===== src/sv/spa_pkg.sv =====
// Shared types, constants and codes for the slot pool allocator.
// No dependencies; the datapath, controller, top level and testbench import it.
package spa_pkg;

  localparam int MaxSlots = 64;
  localparam int SlotW = $clog2(MaxSlots);
  localparam int LinkW = SlotW + 1;
  localparam int PoolW = 7;
  localparam int ModeW = 2;
  localparam int CfgIdxW = 1;
  localparam int CfgDataW = 7;
  localparam int CmdW = 2;
  localparam int StatW = 2;
  localparam int OutSlotW = 6;

  localparam logic [LinkW-1:0] NilLink = LinkW'(MaxSlots);
  localparam logic [PoolW-1:0] PoolMax =
      (64 < MaxSlots) ? PoolW'(64) : PoolW'(MaxSlots);

  localparam logic [CfgIdxW-1:0] RegPoolSize = 1'd0;
  localparam logic [CfgIdxW-1:0] RegOvfMode  = 1'd1;

  localparam logic [CmdW-1:0] CmdAlloc = 2'd0;
  localparam logic [CmdW-1:0] CmdFree  = 2'd1;
  localparam logic [CmdW-1:0] CmdMark  = 2'd2;

  localparam logic [StatW-1:0] StDone    = 2'd0;
  localparam logic [StatW-1:0] StFull    = 2'd1;
  localparam logic [StatW-1:0] StNotAlloc = 2'd2;
  localparam logic [StatW-1:0] StBadIdx  = 2'd3;

  localparam logic [ModeW-1:0] ModeRefuse = 2'd0;
  localparam logic [ModeW-1:0] ModeOldest = 2'd1;

  typedef enum logic [3:0] {
    S_INIT,   // sweep all slots after reset or a pool size write
    S_IDLE,
    S_VSEL,   // take the used head as victim
    S_WALK,   // visit one slot of the allocated list from the tail
    S_RD,     // present the target slot to the link memories
    S_LATCH,  // capture the links of the target slot
    S_UNL_P,  // unlink: fix prev neighbor
    S_UNL_N,  // unlink: fix next neighbor
    S_UNL_S,  // push freed slot onto free list
    S_TK_RD,  // read free head links
    S_TK_H,   // fix old used head
    S_TK_S,   // link granted slot at head
    S_OUT
  } state_t;

  typedef enum logic [3:0] {
    OP_NONE,
    OP_INIT,
    OP_INIT_RST,
    OP_LD_CMD,
    OP_SET_TGT,
    OP_RD_SLOT,
    OP_UNL_P,
    OP_UNL_N,
    OP_UNL_S,
    OP_TK_H,
    OP_TK_S
  } op_t;

  // Controller to datapath.
  typedef struct packed {
    op_t             op;
    logic [LinkW-1:0] addr;
    logic            walk_step;
    logic            set_status;
    logic [StatW-1:0] status;
    logic            set_evict;
    logic            set_grant;
    logic            mark_we;
    logic            out_load;
  } spa_cmd_t;

  // Datapath to controller.
  typedef struct packed {
    logic [LinkW-1:0] free_head;
    logic [LinkW-1:0] used_head;
    logic [LinkW-1:0] used_tail;
    logic [LinkW-1:0] rd_prev;
    logic            rd_alloc;
    logic            rd_vis;
    logic [LinkW-1:0] init_cnt;
    logic [LinkW-1:0] walk_slot;
    logic [SlotW:0]  walk_steps;
    logic [LinkW-1:0] target;
  } spa_stat_t;

endpackage


===== src/sv/spa_ram.sv =====
// Generic single write port RAM with one registered read port.
// No dependencies.
module spa_ram #(
  parameter int Width = 8,
  parameter int Depth = 64
) (
  input  logic                     clk,
  input  logic                     we,
  input  logic [$clog2(Depth)-1:0] waddr,
  input  logic [Width-1:0]         wdata,
  input  logic [$clog2(Depth)-1:0] raddr,
  output logic [Width-1:0]         rdata
);
  logic [Width-1:0] mem [Depth];
  always_ff @(posedge clk) begin
    if (we) begin
      mem[waddr] <= wdata;
    end
    rdata <= mem[raddr];
  end
endmodule


===== src/sv/spa_datapath.sv =====
// Datapath: link memories, per-slot mark bits, list heads and result register.
// Depends on spa_pkg and spa_ram.
module spa_datapath (
  input  logic                            clk,
  input  logic                            rst_n,
  input  spa_pkg::spa_cmd_t               cmd,
  input  logic [spa_pkg::SlotW-1:0]       in_slot,
  input  logic                            in_vis,
  input  logic [spa_pkg::PoolW-1:0]       pool_size,
  output spa_pkg::spa_stat_t              stat,
  output logic [spa_pkg::StatW-1:0]       o_status,
  output logic [spa_pkg::OutSlotW-1:0]    o_granted,
  output logic                            o_did_evict,
  output logic [spa_pkg::OutSlotW-1:0]    o_evicted
);
  import spa_pkg::*;

  logic [LinkW-1:0] free_head_r, used_head_r, used_tail_r;
  logic [LinkW-1:0] init_cnt_r, walk_r, tgt_r;
  logic [SlotW:0]   steps_r;
  logic [LinkW-1:0] sv_next_r, sv_prev_r;
  logic [MaxSlots-1:0] alloc_r, vis_r;
  logic [StatW-1:0] status_r;
  logic [SlotW-1:0] grant_r, evict_r;
  logic             did_r;

  logic             nwe, pwe;
  logic [SlotW-1:0] nwa, pwa, ra;
  logic [LinkW-1:0] nwd, pwd, nrd, prd;

  spa_ram #(.Width(LinkW), .Depth(MaxSlots)) u_next (
    .clk(clk), .we(nwe), .waddr(nwa), .wdata(nwd), .raddr(ra), .rdata(nrd));
  spa_ram #(.Width(LinkW), .Depth(MaxSlots)) u_prev (
    .clk(clk), .we(pwe), .waddr(pwa), .wdata(pwd), .raddr(ra), .rdata(prd));

  assign ra = cmd.addr[SlotW-1:0];

  always_comb begin
    nwe = 1'b0; pwe = 1'b0;
    nwa = tgt_r[SlotW-1:0]; pwa = tgt_r[SlotW-1:0];
    nwd = NilLink; pwd = NilLink;
    case (cmd.op)
      OP_INIT: begin
        nwe = 1'b1; pwe = 1'b1;
        nwa = init_cnt_r[SlotW-1:0]; pwa = init_cnt_r[SlotW-1:0];
        nwd = ({1'b0, init_cnt_r} + 1'b1 < {1'b0, LinkW'(pool_size)})
            ? init_cnt_r + 1'b1 : NilLink;
      end
      OP_UNL_P: begin
        nwe = (sv_prev_r != NilLink);
        nwa = sv_prev_r[SlotW-1:0]; nwd = sv_next_r;
      end
      OP_UNL_N: begin
        pwe = (sv_next_r != NilLink);
        pwa = sv_next_r[SlotW-1:0]; pwd = sv_prev_r;
      end
      OP_UNL_S: begin
        nwe = 1'b1; pwe = 1'b1; nwd = free_head_r; pwd = NilLink;
      end
      OP_TK_H: begin
        pwe = (used_head_r != NilLink);
        pwa = used_head_r[SlotW-1:0]; pwd = free_head_r;
      end
      OP_TK_S: begin
        nwe = 1'b1; pwe = 1'b1;
        nwa = free_head_r[SlotW-1:0]; pwa = free_head_r[SlotW-1:0];
        nwd = used_head_r; pwd = NilLink;
      end
      default: ;
    endcase
  end

  always_ff @(posedge clk) begin
    if (!rst_n) begin
      free_head_r <= '0; used_head_r <= NilLink; used_tail_r <= NilLink;
      init_cnt_r <= '0; alloc_r <= '0; vis_r <= '0;
    end else begin
      case (cmd.op)
        OP_INIT: begin
          init_cnt_r <= init_cnt_r + 1'b1;
          alloc_r <= '0; vis_r <= '0;
          free_head_r <= '0; used_head_r <= NilLink; used_tail_r <= NilLink;
        end
        OP_INIT_RST: init_cnt_r <= '0;
        OP_LD_CMD: init_cnt_r <= '0;
        OP_UNL_P: if (sv_prev_r == NilLink) used_head_r <= sv_next_r;
        OP_UNL_N: if (sv_next_r == NilLink) used_tail_r <= sv_prev_r;
        OP_UNL_S: begin
          free_head_r <= tgt_r;
          alloc_r[tgt_r[SlotW-1:0]] <= 1'b0;
        end
        OP_TK_H: if (used_head_r == NilLink) used_tail_r <= free_head_r;
        OP_TK_S: begin
          free_head_r <= nrd;
          used_head_r <= free_head_r;
          alloc_r[free_head_r[SlotW-1:0]] <= 1'b1;
        end
        default: ;
      endcase
      if (cmd.mark_we) vis_r[in_slot] <= in_vis;
    end
  end

  // Payload and scratch registers.
  always_ff @(posedge clk) begin
    if (cmd.op == OP_LD_CMD) begin
      tgt_r <= {1'b0, in_slot};
      walk_r <= used_tail_r;
      steps_r <= '0;
      status_r <= StDone; grant_r <= '0; evict_r <= '0; did_r <= 1'b0;
    end
    if (cmd.op == OP_SET_TGT) tgt_r <= cmd.addr;
    if (cmd.op == OP_RD_SLOT) begin
      sv_next_r <= nrd; sv_prev_r <= prd; tgt_r <= cmd.addr;
    end
    if (cmd.walk_step) begin
      walk_r <= prd; steps_r <= steps_r + 1'b1;
    end
    if (cmd.set_status) status_r <= cmd.status;
    if (cmd.set_evict) begin
      did_r <= 1'b1; evict_r <= cmd.addr[SlotW-1:0];
    end
    if (cmd.set_grant) grant_r <= free_head_r[SlotW-1:0];
    if (cmd.out_load) begin
      o_status <= status_r; o_granted <= OutSlotW'(grant_r);
      o_did_evict <= did_r; o_evicted <= OutSlotW'(evict_r);
    end
  end

  assign stat.free_head  = free_head_r;
  assign stat.used_head  = used_head_r;
  assign stat.used_tail  = used_tail_r;
  assign stat.rd_prev    = prd;
  assign stat.rd_alloc   = alloc_r[tgt_r[SlotW-1:0]];
  assign stat.rd_vis     = vis_r[walk_r[SlotW-1:0]];
  assign stat.init_cnt   = init_cnt_r;
  assign stat.walk_slot  = walk_r;
  assign stat.walk_steps = steps_r;
  assign stat.target     = tgt_r;

`ifndef SYNTHESIS
  a_head_tail_nil: assert property (@(posedge clk) disable iff (!rst_n)
    cmd.op == OP_LD_CMD |-> (used_head_r == NilLink) == (used_tail_r == NilLink))
    else $error("used head and tail disagree on empty list");
  a_take_marks: assert property (@(posedge clk) disable iff (!rst_n)
    cmd.op == OP_TK_S |=> alloc_r[$past(free_head_r[SlotW-1:0])])
    else $error("granted slot not marked allocated");
  a_free_clears: assert property (@(posedge clk) disable iff (!rst_n)
    cmd.op == OP_UNL_S |=> free_head_r == $past(tgt_r))
    else $error("freed slot not at free head");
`endif
endmodule


===== config.mk =====
export PLATFORM = sky130hd
export DESIGN_NAME = spa_datapath
export DESIGN_NICKNAME = d
export VERILOG_FILES = /design/src/sv/spa_pkg.sv /design/src/sv/spa_ram.sv /design/src/sv/spa_datapath.sv
export SDC_FILE = /design/constraint.sdc
export NUM_CORES = 1
export LEC_CHECK = 0
export ABC_AREA = 1
export ABC_CLOCK_PERIOD_IN_PS = 11200
export BUFFER_PORTS_ARGS = -buffer_cell sky130_fd_sc_hd__buf_2
export CELL_PAD_IN_SITES_DETAIL_PLACEMENT = 2
export CELL_PAD_IN_SITES_GLOBAL_PLACEMENT = 2
export CORE_MARGIN = 3
export CORE_UTILIZATION = 35
export DETAILED_ROUTE_END_ITERATION = 12
export PLACE_DENSITY = 0.75
export SYNTH_ARGS = -nofsm -noshare
export SYNTH_HDL_FRONTEND = slang
export SYNTH_HIERARCHICAL = 1
export SYNTH_SLANG_ARGS = --single-unit
export TNS_END_PERCENT = 10

===== constraint.sdc =====
create_clock -name clk -period 11.2 [get_ports clk]
set_input_delay 2.24 -clock clk [delete_from_list [all_inputs] [get_ports clk]]
set_output_delay 2.24 -clock clk [all_outputs]
set_load 0.1 [all_outputs]

==> impl_metrics.tcl <==
set metrics [dict create \
    portBuffers 107 \
    path_cells "buf_2 > inv_2 > nor2_4 > nand2_2 > buf_4 > inv_1 > nand2_1 > nand2_1 > nor2_1 > o21ai_0 > inv_1 > nand4_1 > nor2_1" \
    coreArea_um2 139900 \
    layout_commonest_cell "nand2_1" \
    synth_area_per_cell_um2 9.946 \
    final_cell_mix "1621 x nand2_1, 960 x edfxtp_1, 923 x nand3_1" \
    yosys_warnings 6 \
    fin_crit_sh_pct 60.67 \
    grt_first_pass_wirelength_um 267500 \
    grt_use_total_pct 23.94 \
    crit_type "in -> reg" \
    status "finished clean" \
    grt_pass1_vias 41310 \
    slew_viol_final 0 \
    clk_latency_ns 0.74 \
    place_hpwl_um 109100 \
    hp-class "reg -> reg" \
    routed-via-count 38190 \
    peakVddDrop_uv 149.6 \
    nets 5009 \
    die_y_um 381.9 \
    dr.pass1.iters 5 \
    total_power_uw 9447 \
    power_leakage_uw 0.02052 \
    vias_per_cell 5.496 \
    rsz0062_at_grt "no" \
    cts_tree "done" \
    grt_overflow 0 \
    htreeDepth 3 \
    clkSinkCount 1131 \
    cts_buffers 120 \
    num_rows 137 \
    setup_violations 0 \
    crit_required_ns 11.54 \
    r2r_cells 5 \
    endpoint_kind "flop" \
    fmax_mhz 147.2 \
    holdPathStages 0 \
    synthesis.area_um2 49450 \
    die_w_um 381.9 \
    clock_path_buffers 3 \
    slew_headroom_pct 11.62 \
    fin_crit_ns 6.796 \
    avgRoutedWirePerCell_um 25.60 \
    maxCapViolations 0 \
    pin_count 108 \
    ys.flop_type "edfxtp_1" \
    ctsHoldBuffers 0 \
    worst_pin_slew_ns 1.312 \
    worst_path_max_delay_cell "nor2_1" \
    yosysSeqAreaShare_pct 65.22 \
    syn2layout_area_growth_pct 12.14 \
    syn-num-nets 5015 \
    path_buf_inv 5 \
    antenna_found_initial 1 \
    cts-root-buf "clkbuf_16" \
    ant_nets 0 \
    cts_setup_buffers 0 \
    grt_max_degree 206 \
    remaining_drc_errors 0 \
    finalHoldViolations 0 \
    worstSetupStartpointType "primary input" \
    critPathMaxStageDelay_ns 1.04 \
    path_clk_slew_ns 0.06 \
    skew_ns 0.02713 \
    powerDensity_nw_per_um2 170.4 \
    drtIter0Drc 3392 \
    fin_tns_setup_ns 0 \
    critical-path-top-delay-family "simple AND/OR/NAND/NOR gates" \
    worstSetupPathDepth 13 \
    yosys_register_bits 1131 \
    initial_core_util_pct 35.35 \
    synth_cell_types 39 \
    die_area_um2 145800 \
    layout-drive-gt1-share_pct 8.463 \
    place_congestion 0.8277 \
    routed_wl_um 177900 \
    post_cts_resized 0 \
    synth-edff-count 960 \
    crit_fanout 75 \
    syn-instance-count 4972 \
    arrival_ns 7.14 \
    synth-async-reset-ratio_pct 0 \
    r2r_setup_slack_ns 6.04 \
]
==> cell type report <==
type | count | area [um^2]
flip-flops and latches | 1131 | 32250
well taps | 1876 | 2347
repair buffers | 171 | 1052
multi-input cells | 3287 | 14930
fillers | 14940 | 84420
inverters | 255 | 970.9
diodes | 4 | 10.01
clock inverters | 76 | 720.7
clock buffers | 149 | 3168
==> worst register-to-register path, cell delays in order, from the launching register on <==
cell	delay (ns)
edfxtp_1	0.35
buf_4	0.61
inv_1	0.52
o21ai_0	1.06
nand4_1	1.19
nor2_1	1.05
==> kinds of logic after synthesis <==
kind of cell / share of synthesized area, %
flops: 65.22
fa+ha+maj: 0.2024
simple gates: 24.79
buf+inv: 5.028
xor+xnor: 0.05314
compound gates: 4.704
==> Yosys cell counts (27+ instances only) <==
| master | count | share of area, % |
|---|---|---|
| clkbuf_1 | 92 | 0.70 |
| o21ai_1 | 27 | 0.27 |
| nand2_1 | 1621 | 12 |
| nand3_1 | 925 | 9.4 |
| dfxtp_1 | 171 | 6.9 |
| nor2_1 | 189 | 1.4 |
| edfxtp_1 | 960 | 58 |
| buf_2 | 123 | 1.2 |
| a21oi_1 | 129 | 1.3 |
| nor3_1 | 53 | 0.54 |
| buf_4 | 40 | 0.61 |
| o31ai_1 | 48 | 0.73 |
| buf_1 | 31 | 0.24 |
| o21ai_0 | 156 | 1.6 |
| inv_1 | 238 | 1.8 |
==> sequential cells by signal (all words and copies together) (netlist names) <==
name          cells
walk_r            7
tgt_r             7
o_did_evict       1
evict_r           6
used_head_r       7
alloc_r          64
o_status          2
grant_r           6
sv_prev_r         7
sv_next_r         7
free_head_r       7
o_granted         6
init_cnt_r        7
o_evicted         6
status_r          2
used_tail_r       7
did_r             1
u_next/rdata      7
u_prev/rdata      7
u_next/mem      448
u_prev/mem      448
vis_r            64
steps_r           7
==> worst paths after layout <==
kind | from | to
hold / removal | grant_r[0] | o_granted[0]
setup / recovery | cmd[15] | u_prev/mem[61][6]
hold reg to reg | grant_r[0] | o_granted[0]
setup reg to reg | tgt_r[0] | u_prev/mem[61][6]
==> per-layer routing <==
layer	part of all wire [%]	up-vias	global-route usage (%)
li1	-	17140	-
met1	43	19850	31.34
met2	50	923	41.34
met3	4.5	277	2.830
met4	2.9	0	7.661
met5	0	-	0
==> metrics by stage <==
step / area, um^2 / worst slack [ns] / util (%) / hold slack [ns] / cells
after detailed placement: 51520 / 3.900 / 36.83 / 0.4056 / 6720
after CTS: 55410 / 4.585 / 39.61 / 0.4200 / 6945
after global routing: 55440 / 4.154 / 39.64 / 0.4269 / 6945
after floorplan: 49450 / 4.879 / - / 0.4003 / 4972
after global placement: 51520 / 4.204 / 36.83 / 0.4007 / 6720
final: 55450 / 4.404 / 39.65 / 0.4187 / 6949
==> power by group <==
group	switching [uW]	leakage (uW)	internal (uW)
sequential	41.6	0.0101	4590
clock	1740	0.00191	2260
combinational	675	0.00848	148
Note: power is estimated with default switching activity, not from simulation.
