`config.mk`:
```
export PLATFORM = sky130hd
export DESIGN_NAME = spa_ctrl
export DESIGN_NICKNAME = d
export VERILOG_FILES = /design/src/sv/spa_pkg.sv /design/src/sv/spa_ctrl.sv
export SDC_FILE = /design/constraint.sdc
export NUM_CORES = 1
export LEC_CHECK = 0
export CORE_MARGIN = 2
export CORE_UTILIZATION = 59
export DETAILED_ROUTE_END_ITERATION = 6
export DONT_BUFFER_PORTS = 1
export PLACE_DENSITY = 0.71
export SYNTH_ARGS = -nofsm -noshare
export SYNTH_HDL_FRONTEND = slang
export SYNTH_SLANG_ARGS = --single-unit
```
`constraint.sdc`:
```
create_clock -name clk -period 2.3 [get_ports clk]
set_input_delay 0.46 -clock clk [delete_from_list [all_inputs] [get_ports clk]]
set_output_delay 0.46 -clock clk [all_outputs]
set_load 0.02 [all_outputs]
```
`src/sv/spa_pkg.sv`:
```
// Shared types, constants and codes for the slot pool allocator.
// No dependencies; the datapath, controller, top level and testbench import it.
package spa_pkg;

  localparam int MaxSlots = 64;
  localparam int SlotW = $clog2(MaxSlots);
  localparam int LinkW = SlotW + 1;
  localparam int PoolW = 7;
  localparam int ModeW = 2;
  localparam int CfgIdxW = 1;
  localparam int CfgDataW = 7;
  localparam int CmdW = 2;
  localparam int StatW = 2;
  localparam int OutSlotW = 6;

  localparam logic [LinkW-1:0] NilLink = LinkW'(MaxSlots);
  localparam logic [PoolW-1:0] PoolMax =
      (64 < MaxSlots) ? PoolW'(64) : PoolW'(MaxSlots);

  localparam logic [CfgIdxW-1:0] RegPoolSize = 1'd0;
  localparam logic [CfgIdxW-1:0] RegOvfMode  = 1'd1;

  localparam logic [CmdW-1:0] CmdAlloc = 2'd0;
  localparam logic [CmdW-1:0] CmdFree  = 2'd1;
  localparam logic [CmdW-1:0] CmdMark  = 2'd2;

  localparam logic [StatW-1:0] StDone    = 2'd0;
  localparam logic [StatW-1:0] StFull    = 2'd1;
  localparam logic [StatW-1:0] StNotAlloc = 2'd2;
  localparam logic [StatW-1:0] StBadIdx  = 2'd3;

  localparam logic [ModeW-1:0] ModeRefuse = 2'd0;
  localparam logic [ModeW-1:0] ModeOldest = 2'd1;

  typedef enum logic [3:0] {
    S_INIT,   // sweep all slots after reset or a pool size write
    S_IDLE,
    S_VSEL,   // take the used head as victim
    S_WALK,   // visit one slot of the allocated list from the tail
    S_RD,     // present the target slot to the link memories
    S_LATCH,  // capture the links of the target slot
    S_UNL_P,  // unlink: fix prev neighbor
    S_UNL_N,  // unlink: fix next neighbor
    S_UNL_S,  // push freed slot onto free list
    S_TK_RD,  // read free head links
    S_TK_H,   // fix old used head
    S_TK_S,   // link granted slot at head
    S_OUT
  } state_t;

  typedef enum logic [3:0] {
    OP_NONE,
    OP_INIT,
    OP_INIT_RST,
    OP_LD_CMD,
    OP_SET_TGT,
    OP_RD_SLOT,
    OP_UNL_P,
    OP_UNL_N,
    OP_UNL_S,
    OP_TK_H,
    OP_TK_S
  } op_t;

  // Controller to datapath.
  typedef struct packed {
    op_t             op;
    logic [LinkW-1:0] addr;
    logic            walk_step;
    logic            set_status;
    logic [StatW-1:0] status;
    logic            set_evict;
    logic            set_grant;
    logic            mark_we;
    logic            out_load;
  } spa_cmd_t;

  // Datapath to controller.
  typedef struct packed {
    logic [LinkW-1:0] free_head;
    logic [LinkW-1:0] used_head;
    logic [LinkW-1:0] used_tail;
    logic [LinkW-1:0] rd_prev;
    logic            rd_alloc;
    logic            rd_vis;
    logic [LinkW-1:0] init_cnt;
    logic [LinkW-1:0] walk_slot;
    logic [SlotW:0]  walk_steps;
    logic [LinkW-1:0] target;
  } spa_stat_t;

endpackage

```
`src/sv/spa_ctrl.sv`:
```
// Controller state machine: sequences init sweep, unlink, victim walk, take.
// Depends on spa_pkg.
module spa_ctrl (
  input  logic                       clk,
  input  logic                       rst_n,
  input  logic                       cfg_init,
  input  logic [spa_pkg::ModeW-1:0]  mode,
  input  logic [spa_pkg::PoolW-1:0]  pool_size,
  input  logic                       in_valid,
  output logic                       in_ready,
  input  logic [spa_pkg::CmdW-1:0]   in_command,
  input  logic [spa_pkg::SlotW-1:0]  in_slot,
  output logic                       out_valid,
  input  logic                       out_ready,
  input  spa_pkg::spa_stat_t         stat,
  output spa_pkg::spa_cmd_t          cmd
);
  import spa_pkg::*;

  state_t state_r, state_nxt;
  logic   ov_r, ov_nxt;
  logic   evict_r, evict_nxt;
  logic   pend_r, pend_nxt;
  logic   walk_end;
  logic   out_of_pool;

  assign walk_end = (stat.walk_slot == NilLink) ||
                    (stat.walk_steps == (SlotW+1)'(MaxSlots));
  assign out_of_pool = ({1'b0, in_slot} >= pool_size);
  assign out_valid = ov_r;

  always_ff @(posedge clk) begin
    if (!rst_n) begin
      state_r <= S_INIT; ov_r <= 1'b0; evict_r <= 1'b0; pend_r <= 1'b0;
    end else begin
      state_r <= state_nxt; ov_r <= ov_nxt; evict_r <= evict_nxt;
      pend_r <= pend_nxt;
    end
  end

  always_comb begin
    state_nxt = state_r;
    ov_nxt = ov_r;
    evict_nxt = evict_r;
    pend_nxt = pend_r;
    cmd = '0;
    cmd.op = OP_NONE;
    cmd.addr = stat.target;
    in_ready = 1'b0;
    if (ov_r && out_ready) ov_nxt = 1'b0;
    case (state_r)
      S_INIT: begin
        cmd.op = OP_INIT;
        if (stat.init_cnt == LinkW'(MaxSlots - 1)) state_nxt = S_IDLE;
      end
      S_IDLE: begin
        in_ready = (!ov_r || out_ready) && !cfg_init;
        if (in_valid && in_ready) begin
          cmd.op = OP_LD_CMD;
          cmd.set_status = 1'b1;
          cmd.status = StDone;
          evict_nxt = 1'b0;
          case (in_command)
            CmdAlloc: begin
              if (stat.free_head != NilLink) begin
                state_nxt = S_TK_H;
              end else if (mode == ModeRefuse || stat.used_head == NilLink) begin
                cmd.status = StFull;
                pend_nxt = 1'b1; state_nxt = S_OUT;
              end else begin
                evict_nxt = 1'b1;
                if (mode == ModeOldest) begin
                  // Read the tail's prev link now so it is ready in the first walk cycle.
                  cmd.addr = stat.used_tail;
                  state_nxt = S_WALK;
                end else begin
                  state_nxt = S_VSEL;
                end
              end
            end
            CmdFree: begin
              if (out_of_pool) begin
                cmd.status = StBadIdx; state_nxt = S_OUT;
              end else begin
                state_nxt = S_RD;
              end
            end
            CmdMark: begin
              state_nxt = S_OUT;
              if (out_of_pool) cmd.status = StBadIdx;
              else cmd.mark_we = 1'b1;
            end
            default: begin
              cmd.status = StBadIdx; state_nxt = S_OUT;
            end
          endcase
        end
      end
      S_VSEL: begin
        cmd.op = OP_SET_TGT; cmd.addr = stat.used_head; state_nxt = S_RD;
      end
      S_WALK: begin
        // Walk from the tail toward the head; the next prev link is read ahead.
        if (walk_end) begin
          cmd.op = OP_SET_TGT; cmd.addr = stat.used_head; state_nxt = S_RD;
        end else if (!stat.rd_vis) begin
          cmd.op = OP_SET_TGT; cmd.addr = stat.walk_slot; state_nxt = S_RD;
        end else begin
          cmd.walk_step = 1'b1; cmd.addr = stat.rd_prev;
        end
      end
      S_RD: begin
        state_nxt = S_LATCH;
        if (evict_r) begin
          cmd.set_evict = 1'b1;
        end else if (!stat.rd_alloc) begin
          cmd.set_status = 1'b1; cmd.status = StNotAlloc;
          state_nxt = S_OUT;
        end
      end
      S_LATCH: begin
        cmd.op = OP_RD_SLOT; state_nxt = S_UNL_P;
      end
      S_UNL_P: begin
        cmd.op = OP_UNL_P; state_nxt = S_UNL_N;
      end
      S_UNL_N: begin
        cmd.op = OP_UNL_N; state_nxt = S_UNL_S;
      end
      S_UNL_S: begin
        cmd.op = OP_UNL_S;
        state_nxt = evict_r ? S_TK_H : S_OUT;
      end
      S_TK_H: begin
        cmd.op = OP_TK_H; state_nxt = S_TK_RD;
        cmd.addr = stat.free_head;
      end
      S_TK_RD: begin
        cmd.addr = stat.free_head; state_nxt = S_TK_S;
      end
      S_TK_S: begin
        cmd.op = OP_TK_S; cmd.set_grant = 1'b1;
        cmd.addr = stat.free_head;
        evict_nxt = 1'b0; state_nxt = S_OUT;
      end
      S_OUT: begin
        if (!ov_r || out_ready) begin
          cmd.out_load = 1'b1; ov_nxt = 1'b1; pend_nxt = 1'b0;
          state_nxt = S_IDLE;
        end
      end
      default: state_nxt = S_INIT;
    endcase
    // A pool size write restarts the sweep from slot zero.
    if (cfg_init) begin
      cmd = '0;
      cmd.op = OP_INIT_RST;
      cmd.addr = stat.target;
      pend_nxt = 1'b0;
      evict_nxt = 1'b0;
      state_nxt = S_INIT;
    end
  end

`ifndef SYNTHESIS
  a_no_accept_busy: assert property (@(posedge clk) disable iff (!rst_n)
    in_ready |-> state_r == S_IDLE)
    else $error("input accepted outside idle");
  a_walk_bound: assert property (@(posedge clk) disable iff (!rst_n)
    state_r == S_WALK |-> stat.walk_steps <= (SlotW+1)'(MaxSlots))
    else $error("victim walk ran past pool");
  a_pend_out: assert property (@(posedge clk) disable iff (!rst_n)
    pend_r |-> state_r == S_OUT || state_r == S_INIT)
    else $error("refusal pending outside result state");
`endif
endmodule

```
==> metrics, run 1 <==
largest family of logic cells by synthesized area=compound AO/OA/AOI/OAI gates; Worst-Margin Slew=0.415 ns; Initial DRC Count=245; commonest cells after routing, fill and taps aside=buf_4 (49), nand2_1 (19), a21oi_1 (16); H-tree levels=1; worst min path class=in2reg; YS warnings=0; share of cells above drive strength 1=0.429; final worst slack=-0.153 ns; Synth Instances=226; area share of the largest cell type after synthesis=0.0784; cell family with most CP delay=compound AO/OA/AOI/OAI gates; vias in the first global route=2009; fmax=0.408 GHz; num ports=101; crit-path max FO=14; largest net degree at the start of global routing=16; die area=3140 µm²; LEAKAGE=0.000888 µW; reg2reg path depth=7; Die Height=56 µm; failing checks=setup timing; CTS tree=built; HPWL after detailed placement=4370 µm; ANT nets after route=0; PortBufs=0; Yosys reg bits=6; CTS buffer count=3; max_slew headroom=0.722; slowest CP cell=dfxtp_2; P per Cell Area=163 nW/µm²; CP Buf/Inv Count=1; multiplexer area fraction after synthesis=0.0478; first-pass GRT wire length=8820 µm; initial core utilization=0.632; Min Clock Period, post-route=2.45 ns; drt total wl=6550 µm; row count=18; Crit. End Element=output port; Seq/Total Area, Yosys=0.0753; vias=2198; unrepaired setup endpoints after global routing=yes; wire length per cell=22.1 µm; synthesis-to-finish area growth=38.0%; Max Slew Vio Count=0; antenna violations before repair=0; hold-critical path depth=2; most common cell after layout, fill and taps aside=buf_4; xor/xnor share of the synthesized area=0.00549; max capacitance violation total=0; Arr. time, crit path=1.99 ns; vias per cell=7.43; final setup vio count=7; Syn Area/Cell=7.06 µm²; routability congestion estimate=0.986; post-route clock period utilization=1.07; GR Util All Layers=0.345; top post-synthesis cells by area=ha_1 (7.8%), dfxtp_1 (7.5%), a21oi_1 (6.6%), nand2_1 (4.7%), o21ai_0 (4.4%); Reg clk slew, reported paths=0.06 ns; Clock Path Buffers=2; Post-synth top flop=dfxtp_1; n_diodes=0; Synth Area in Simple Gates=0.351; crit path launch type=register; core area=2520 µm²; Cell Chain, Critical Path=buf_4 -> or2_2 -> nand3_1 -> nand2_1 -> a31oi_2 -> o21ai_2 -> o221a_4; Setup CP Type=reg2out; Synth async-reset ratio=0; Synth Area in Adders=0.0784; Pre-antenna DRT Iters=6; Max IR drop VDD=189 µV; Post-Syn Nets=316; Final Non-Filler Cells=296; area leader, netlist=ha_1; root buffer cell=clkbuf_4; Critical Path RT=1.84 ns; fin nets=358; # clock sinks=6; CP Depth=7; Synth Area in Compound Gates=0.357; DRC=0; dpl cells=282; Post-Route Skew=0.0197 ns; Post-synth EDFFs=0; outcome=finished with violations; Yosys cell types=61; Worst-Skew Late Latency=0.27 ns; die width=56 µm; final hold vios=0; Post-Synthesis Cell Area=1600 µm²; Overflow after GRT=0; Finished Core Util=0.873; crit-path max cell delay=0.36 ns
-- flip-flops by register name, summed over array words and instances (netlist names) --
name	cells
evict_r	1
out_valid	1
state_r	4
-- routing by layer --
layer  vias to the layer above  global-route usage  share of wire  wire length, µm
li1                        931                   -              -                -
met1                      1000               0.384           0.35             2270
met2                       210               0.654           0.48             3160
met3                        57              0.0465          0.098              642
met4                         0               0.126          0.072              473
met5                         -                   0              0                0
-- cell type report --
type / instances / area, µm²
Clock buffer: 3 / 22.5
Multi-Input combinational cell: 192 / 1580
Fill cell: 127 / 322
Tap cell: 30 / 37.5
Timing Repair Buffer: 50 / 379
Sequential cell: 6 / 125
Inverter: 15 / 56.3
-- cell usage after synthesis, types with 3 or more instances --
master and number:
a21o_1 3, a21oi_1 21, a221oi_1 5, a2bb2oi_1 5, a31oi_1 4, and3_1 4, buf_2 3, clkbuf_1 6
dfxtp_1 6, ha_1 10, inv_1 15, mux2_2 5, nand2_1 20, nand2b_1 7, nand3_1 8, nor2_1 14
nor2b_1 6, nor3_1 9, nor4b_1 3, nor4b_2 3, o211ai_1 3, o21ai_0 14, o21ai_1 4, or2_2 3
-- path summary, 6_finish.rpt --
kind	startpoint	end	slack, ns
setup reg to reg	state_r[3]	state_r[1]	0.51
hold reg to reg	evict_r	evict_r	0.54
setup / recovery	state_r[1]	cmd[14]	-0.15
hold / removal	rst_n	state_r[2]	0.38
-- cell families (layout without fill, tap and decap cells) --
kind of cell | after synthesis | count (layout)
flip-flops | 6 | 6
multiplexers | 7 | 7
AND/OR/NAND/NOR | 93 | 94
buffers and inverters | 29 | 68
adder cells (fa/ha/maj) | 10 | 10
AO/OA/AOI/OAI | 80 | 80
XOR/XNOR | 1 | 1
-- power breakdown --
part	internal, µW	switching [µW]
clock	59.8	49.9
combinational	74.6	69.6
sequential	104	0.132
total	239	120
-- repair_timing --
action	CTS	global route
resized for setup	22	23
gates cloned	1	0
pin swaps	10	10
setup buffers	5	6
hold buffers	0	0
endpoints found under the setup margin	9	12
-- metrics by stage --
stage / worst slack [ns] / setup TNS, ns / cell area, µm² / power [µW] / hold WS [ns]
2_1_floorplan: -0.0373 / -0.112 / 1640 / 199 / 0.464
3_3_place_gp: -0.138 / -0.821 / 1900 / 215 / 0.487
3_5_place_dp: -0.231 / -1.45 / 1900 / 220 / 0.511
6_report: -0.153 / -0.939 / 2200 / 358 / 0.381
4_1_cts: -0.115 / -0.691 / 2050 / 331 / 0.378
5_1_grt: -0.259 / -1.53 / 2200 / 373 / 0.388
(Power assumes the default switching activity.)
==> run 2, diff against run 1 <==
Settings changed: SKIP_LAST_GASP set to 1, SLEW_MARGIN set to 20.
==> run 2 against run 1 <==
Effect of this change:
- the flow still finishes with violations (setup timing)
- wire length up 4.6%
- non-clock buffer count stayed put
- register-to-register slack about the same
- worst hold slack lost 0.015 ns
- count of clock-buffer cells in the layout unchanged
- first-iteration DRC count decreased by 8.2%
- sequential power is essentially flat
- final cell count stayed put
- largest cell class unchanged
==> metrics, run 2 (synthesis gave the netlist of run 1 again) <==
Initial DRC Count=225 (-8.2%); Max Slew Vio Count=0 (unchanged); LEAKAGE=0.000881 µW (-0.80%); H-tree levels=1 (unchanged); Max IR drop VDD=195 µV (+2.9%); final worst slack=-0.232 ns (-0.0791 ns); wire length per cell=23.1 µm (+4.6%); synthesis-to-finish area growth=37.0%; fmax=0.395 GHz (-3.1%); PortBufs=0 (unchanged); Worst-Margin Slew=0.465 ns (+0.0491 ns); most common cell after layout, fill and taps aside=buf_4; core area=2520 µm² (unchanged); vias=2244 (+2.1%); cell family with most CP delay=simple AND/OR/NAND/NOR gates; Cell Chain, Critical Path=nor4b_4 -> nand3_2 -> nor4b_4 -> nand2_2 -> a21oi_2 -> a2bb2oi_4; routability congestion estimate=0.986 (unchanged); vias in the first global route=1954 (-2.7%); vias per cell=7.58 (+2.1%); commonest cells after routing, fill and taps aside=buf_4 (50), nand2_1 (20), a21oi_1 (16); Die Height=56 µm (unchanged); Crit. End Element=output port; Critical Path RT=1.84 ns (about the same); Pwr Total=353 µW (-1.3%); worst min path class=in2reg; register area=125 µm² (unchanged); num ports=101 (unchanged); initial core utilization=0.632 (unchanged); HPWL after detailed placement=4370 µm (unchanged); final hold vios=0 (unchanged); pre-CTS setup slack=-0.231 ns (unchanged); ANT nets after route=0 (unchanged); Pre-antenna DRT Iters=5 (-1); first-pass GRT wire length=8670 µm (-1.7%); CTS buffer count=3 (unchanged); crit-path max cell delay=0.37 ns (about the same); slowest CP cell=nor4b_4; final setup vio count=7 (unchanged); Reg clk slew, reported paths=0.05 ns (about the same); failing checks=setup timing; n_diodes=0 (unchanged); Arr. time, crit path=2.07 ns (+0.08 ns); max_slew headroom=0.689 (-0.0325); Clock Path Buffers=2 (unchanged); fin nets=358 (unchanged); WHS=0.366 ns (-0.0154 ns); max capacitance violation total=0 (unchanged); die area=3140 µm² (unchanged); Setup CP Type=in2out; drt total wl=6850 µm (+4.6%); DRC=0 (unchanged); outcome=finished with violations; P per Cell Area=162 nW/µm² (-0.67%); CTS tree=built; Worst-Skew Late Latency=0.26 ns (about the same); CP Buf/Inv Count=0 (-1); share of cells above drive strength 1=0.421 (-0.00752); root buffer cell=clkbuf_4; Overflow after GRT=0 (unchanged); GR Util All Layers=0.340 (-0.00526); largest register by flop count=state_r; multi-input gate area in the final layout=1570 µm² (-0.71%); Min Clock Period, post-route=2.53 ns (+0.0791 ns); die width=56 µm (unchanged); Post-Route Skew=0.0139 ns (-0.00576 ns); crit-path max FO=6 (-8); fillcell total=127 (unchanged); post-route clock period utilization=1.10 (+0.0344); largest net degree at the start of global routing=16 (unchanged); # clock sinks=6 (unchanged); antenna violations before repair=0 (unchanged); most used cell, CP=nor4b_4; number of flip-flops in the largest register=4 (unchanged); crit path launch type=input pin; row count=18 (unchanged); unrepaired setup endpoints after global routing=yes
[run 2: stage by stage]
step | utilization | std cells | area (µm²) | setup TNS [ns]
2_1_floorplan | - | 226 | 1640 | -0.112
3_3_place_gp | 0.752 | 282 | 1900 | -0.821
3_5_place_dp | 0.752 | 282 | 1900 | -1.45
4_1_cts | 0.807 | 290 | 2040 | -0.753
5_1_grt | 0.867 | 296 | 2190 | -1.69
6_report | 0.867 | 296 | 2190 | -1.13
[run 2: worst paths after layout]
kind,slack (ns),from,to,cells past startpoint
setup / recovery,-0.23,stat[56],cmd[10],6
hold / removal,0.37,rst_n,out_valid,1
setup reg to reg,0.52,state_r[3],state_r[2],7
hold reg to reg,0.52,evict_r,evict_r,2
[run 2: power breakdown]
group	switching [µW]	internal (µW)	leakage, µW
registers	0.116	104	0.0000504
logic	66.5	72.6	0.000816
clock network	50.1	59.9	0.0000138
total	117	237	0.000881
[run 2: per-layer routing]
metal	vias to the layer above	track usage	share of wire
li1	937	-	-
met4	0	0.109	0.075
met3	70	0.0442	0.13
met1	995	0.387	0.33
met5	-	0	0
met2	242	0.642	0.47
[run 2: area by class of cell]
class | instances | area share
inverter | 15 | 0.0258
timing repair buffer | 50 | 0.172
sequential | 6 | 0.0572
multi-input combinational | 192 | 0.718
clock buffer | 3 | 0.0103
tap | 30 | 0.0172
[run 2: worst reg2reg max path, cell delays in order (launching register included)]
cell and delay (ns):
dfxtp_2 0.44, buf_4 0.23, nor2_1 0.12, o211ai_1 0.12, nand3_1 0.18, a211oi_4 0.33
o21ai_1 0.15, a21oi_1 0.16
[run 2: timing repair]
item | in CTS | in global routing
setup endpoints to repair | 9 | 12
hold buffers | 0 | 0
pin swaps | 10 | 10
gates cloned | 1 | 0
setup buffers | 5 | 6
resized for setup | 19 | 24
